**config.mk**
```make
export PLATFORM = sky130hd
export DESIGN_NAME = bfd_lane
export DESIGN_NICKNAME = d
export VERILOG_FILES = /design/src/rtl/bfd_pkg.sv /design/src/rtl/bfd_lane.sv
export SDC_FILE = /design/constraint.sdc
export NUM_CORES = 1
export LEC_CHECK = 0
export BUFFER_PORTS_ARGS = -buffer_cell sky130_fd_sc_hd__buf_4
export CORE_ASPECT_RATIO = 0.9
export CORE_MARGIN = 4
export CORE_UTILIZATION = 35
export DETAILED_ROUTE_END_ITERATION = 8
export PLACE_DENSITY = 0.73
export REMOVE_ABC_BUFFERS = 1
export SETUP_SLACK_MARGIN = 0.4
export SLEW_MARGIN = 10
export SYNTH_ARGS = -nofsm -noshare
export SYNTH_HDL_FRONTEND = slang
export SYNTH_SLANG_ARGS = --single-unit
```
**constraint.sdc**
```tcl
create_clock -name vclk -period 2.77
set_clock_uncertainty 0.2 [all_clocks]
set_input_delay 0.277 -clock vclk [all_inputs]
set_output_delay 0.277 -clock vclk [all_outputs]
set_load 0.02 [all_outputs]
```
**src/rtl/bfd_pkg.sv**
```systemverilog
// shared constants and beat types for the 2x2 box filter downscaler
`default_nettype none

package bfd_pkg;

    // widest source row the line store is sized for
    localparam int MAX_WIDTH   = 4096;
    localparam int LINE_DEPTH  = MAX_WIDTH / 2;
    localparam int LINE_AW     = (LINE_DEPTH > 1) ? $clog2(LINE_DEPTH) : 1;
    localparam int COL_W       = (MAX_WIDTH > 2) ? $clog2(MAX_WIDTH) : 1;
    localparam int EFF_W       = $clog2(MAX_WIDTH + 1);

    localparam int SRC_WIDTH_W  = 13;
    localparam int SRC_HEIGHT_W = 16;
    localparam int CMP_W        = (SRC_WIDTH_W > EFF_W) ? SRC_WIDTH_W : EFF_W;

    localparam int CFG_INDEX_W = 1;
    localparam int CFG_DATA_W  = 16;

    localparam logic [CFG_INDEX_W-1:0] REG_SOURCE_WIDTH  = 1'd0;
    localparam logic [CFG_INDEX_W-1:0] REG_SOURCE_HEIGHT = 1'd1;

    localparam logic [SRC_WIDTH_W-1:0]  SOURCE_WIDTH_RST  = 13'd640;
    localparam logic [SRC_HEIGHT_W-1:0] SOURCE_HEIGHT_RST = 16'd480;

    localparam int NUM_CHAN = 4;
    localparam int CHAN_W   = 8;
    localparam int SUM_W    = CHAN_W + 1;
    localparam int LINE_W   = NUM_CHAN * SUM_W;

    typedef struct packed {
        logic [CHAN_W-1:0] in_red;
        logic [CHAN_W-1:0] in_green;
        logic [CHAN_W-1:0] in_blue;
        logic [CHAN_W-1:0] in_alpha;
    } pixel_t;

    typedef struct packed {
        logic [CHAN_W-1:0] out_red;
        logic [CHAN_W-1:0] out_green;
        logic [CHAN_W-1:0] out_blue;
        logic [CHAN_W-1:0] out_alpha;
        logic              frame_end;
    } block_t;

endpackage

`default_nettype wire

```
**src/rtl/bfd_lane.sv**
```systemverilog
// one color channel: horizontal pair sum and 2x2 truncated average
`default_nettype none

module bfd_lane
    import bfd_pkg::*;
(
    input  wire logic [CHAN_W-1:0] held,
    input  wire logic [CHAN_W-1:0] pixel,
    input  wire logic [SUM_W-1:0]  upper_sum,
    input  wire logic [SUM_W-1:0]  lower_sum,
    output      logic [SUM_W-1:0]  pair_sum,
    output      logic [CHAN_W-1:0] average
);

    logic [SUM_W:0] block_sum;

    assign pair_sum  = {1'b0, held} + {1'b0, pixel};
    assign block_sum = {1'b0, upper_sum} + {1'b0, lower_sum};
    // divide by four, truncated
    assign average   = block_sum[SUM_W:2];

endmodule

`default_nettype wire

```
; ---- Word level (Yosys, flattened, before mapping)
; Index checks and enable logic that the tools add are counted.
[totals]
latchBits = 0
regBits = 0
n_memories = 0
ram_bits = 0
elab_cells = 2
output_inout_bits = 17
inputBits = 34
mem_bits_ro = 0
[classes]
n_eq_ne = 0
n_reduce_logical = 0
bitwise_logic = 0
muxes = 0
shifts = 0
n_mul = 0
magnitude_cmp = 0
div_mod_pow = 0
add_sub_neg = 2
[ops]
columns = op, n
row1 = adder 9 x 9 -> 10 bit, 1
row2 = adder 8 x 8 -> 9 bit, 1

; ---- Longest topological paths before layout
[depth]
word_depth = 1
mapped_depth = 6
depth_no_buf = 6

; ---- Worst setup path after synthesis
; Ideal clock, no wire load.
[synth_timing]
path_type = input-to-output
start = input port held[0]
end = output port pair_sum[6]
path_slack_ps = 506
required_ps = 2293
arrival_ps = 1787
n_path_buf = 0
path_stages = 6
cell_sequence = ha_1 fa_1 a21o_1 a21oi_1 o211ai_1 xor2_1
[synth_between]
elab_chain_cells = 1
[synth_rtl]
columns = element, line_no
row1 = "start, declared", bfd_lane.sv:7  ; input wire logic [CHAN_W-1:0] held,
row2 = adder 8 x 8 -> 9 bit, bfd_lane.sv:17  ; assign pair_sum = {1'b0, held} + {1'b0, pixel};
row3 = "end, declared", bfd_lane.sv:11  ; output logic [SUM_W-1:0] pair_sum,
; Every way passes these cells.

; ---- Worst setup path after layout
; Ends and elaborated chain as after synthesis.

==> metrics.yaml <==
die:
  fp.coreArea_um2: 1700
  ioPinCount: 51
  die_x_um: 52.9
  dieHeight_um: 48.4
  start_util: 0.373
  die_area_um2: 2560
  std_cell_rows: 14
routing:
  wl_met2_um: 902
  wl_met3_um: 137
  drc: 0
  drtIter0Drc: 12
  ant_nets: 0
  viasPerCell: 5.13
  wl_met1_um: 809
  routed_wl_um: 1850
  wl_per_cell_um: 11.7
  drt-pass1-iter-count: 4
  dr.max_layer_used: "met3"
  routed-via-count: 810
place:
  portBuffers: 51
  pre_cts_ws_ns: 0.328
  hpwl_um: 1670
  routabilityCongestion: 0.744
setup_path:
  crit_fanout: 3
  crit_slowest_cell: "fa_2"
  critical_path_required_ns: 2.29
  worst_setup_path_start_kind: "input pin"
  cp.arrival_ns: 1.79
  max_stage_delay_ns: 0.35
  crit_top_cell: "buf_4"
  end_kind: "primary output"
  worstSetupPathType: "input pin to primary output"
  worstPathCellList: "buf_4 -> ha_1 -> fa_2 -> a21o_1 -> a21oi_2 -> o211ai_1 -> xor2_1 -> buf_4"
  cp_top_family: "adder cells"
  crit_buf_inv: 2
final_layout:
  syn2layout_area_growth_pct: 66.1
  drive_above_1_share: 0.418
  diodes: 0
  regArea_um2: 0
  num-clock-buffers: 0
  final_net_count: 187
  nFlopsAndLatches: 0
  fill_cells: 163
sta:
  final-max-slew-violation-count: 0
  worst-slew-pin-transition_ns: 0.415
  setup_tns_ns: 0
  timing.final.hold_violations: 0
  max_clock_freq_mhz: 442
  fin_ws_ns: 0.508
  period_minus_slack_ns: 2.26
  fin_crit_sh: 0.817
  rsz0062_at_grt: "false"
  setup_viol: 0
  holdWs_ns: 0.672
  slew_headroom: 0.724
yosys:
  synthCells: 83
  yosysUniqueCellTypes: 28
  yosys_warnings: 0
  synth.avg_cell_area_um2: 7.64
  synth_area_um2: 634
  seq_area_frac_synth: 0
global_routing:
  gr-total-overflow: 0
  first_global_vias: 752
  grt.total_usage: 0.135
  grt_pass1_wl_um: 2940
  grt_max_degree: 8
  antenna_found_initial: 0
status:
  status: "finished, final reports clean"
power:
  power_per_cell_area_nw_per_um2: 299
  peakVddDrop_mv: 0.156
  cellLeakagePower_nw: 0.537
hold_path:
  hp-class: "input pin to primary output"
clocking:
  post-cts-setup-buffers: 0
run:
  drv_cap: 0
## cell families after synthesis
kind of cell             synth area share
adder cells (fa/ha/maj)             0.347
buffers and inverters              0.0355
AND/OR/NAND/NOR                     0.201
XOR/XNOR                            0.152
AO/OA/AOI/OAI                       0.264
## final cells by class
class              count  area (um2)  area share
inverters              6        22.5      0.0214
multi-input cells     77         618       0.587
well taps             24        30.0      0.0285
repair buffers        51         383       0.363
## report_power, final
part	total, mW	leakage, nW	switching, mW	internal [mW]
logic	0.315	0.537	0.163	0.152
clock network	0	0	0	0
registers	0	0	0	0
total	0.315	0.537	0.163	0.152
## what timing repair did
item,CTS,global route
hold buffers,0,0
setup endpoints to repair,1,2
gates resized for setup,1,1
hold endpoints to repair,0,0
pin swaps,0,2
## layer usage
metal	vias to the layer above	global-route usage
met5	-	0
met1	357	0.186
met2	36	0.244
met4	0	0
met3	0	0.00307
li1	417	-
## per-stage QoR
stage               std cells   util  power, mW  area (um2)
floorplan                  83      -      0.185         634
global placement          158  0.616      0.311        1050
detailed placement        158  0.616      0.315        1050
CTS                       158  0.619      0.318        1050
global route              158  0.620      0.343        1050
finish                    158  0.620      0.315        1050
## final timing paths
kind                      from          end  depth (start not counted)
worst min-delay path  pixel[0]  pair_sum[0]                          3
worst max-delay path   held[0]  pair_sum[6]                          8
## cell usage after synthesis, drive strengths merged (2+ instances only)
master / number / area [um2]
a21o: 2 / 15.0
a21oi: 8 / 43.8
a221oi: 2 / 23.8
and3: 2 / 12.5
ha: 16 / 200
inv: 6 / 22.5
nand2: 4 / 15.0
nand3: 6 / 30.0
nor2: 3 / 11.3
nor3: 4 / 20.0
o211ai: 4 / 30.0
o21ai: 2 / 10.0
o21bai: 2 / 15.0
or3: 2 / 12.5
xnor2: 6 / 52.6
xor2: 5 / 43.8
## cell usage in the layout, fill, tap and decap left out
master	count
a41oi_1	1
nand3_1	6
nor2b_1	1
inv_1	6
o21ai_1	1
o21a_1	1
nand3b_1	1
a211oi_1	1
nand4_1	1
buf_4	51
ha_1	16
a21oi_1	6
and3_1	2
or2_2	1
nor3_1	4
nor2_1	3
a221oi_2	1
a21o_1	2
nand2_1	4
fa_2	1
xnor2_1	6
or3_1	2
o211ai_1	4
a31oi_1	1
xor2_1	5
a21oi_2	2
o21ai_0	1
a221oi_1	1
o21bai_1	2
(Power assumes the default switching activity.)
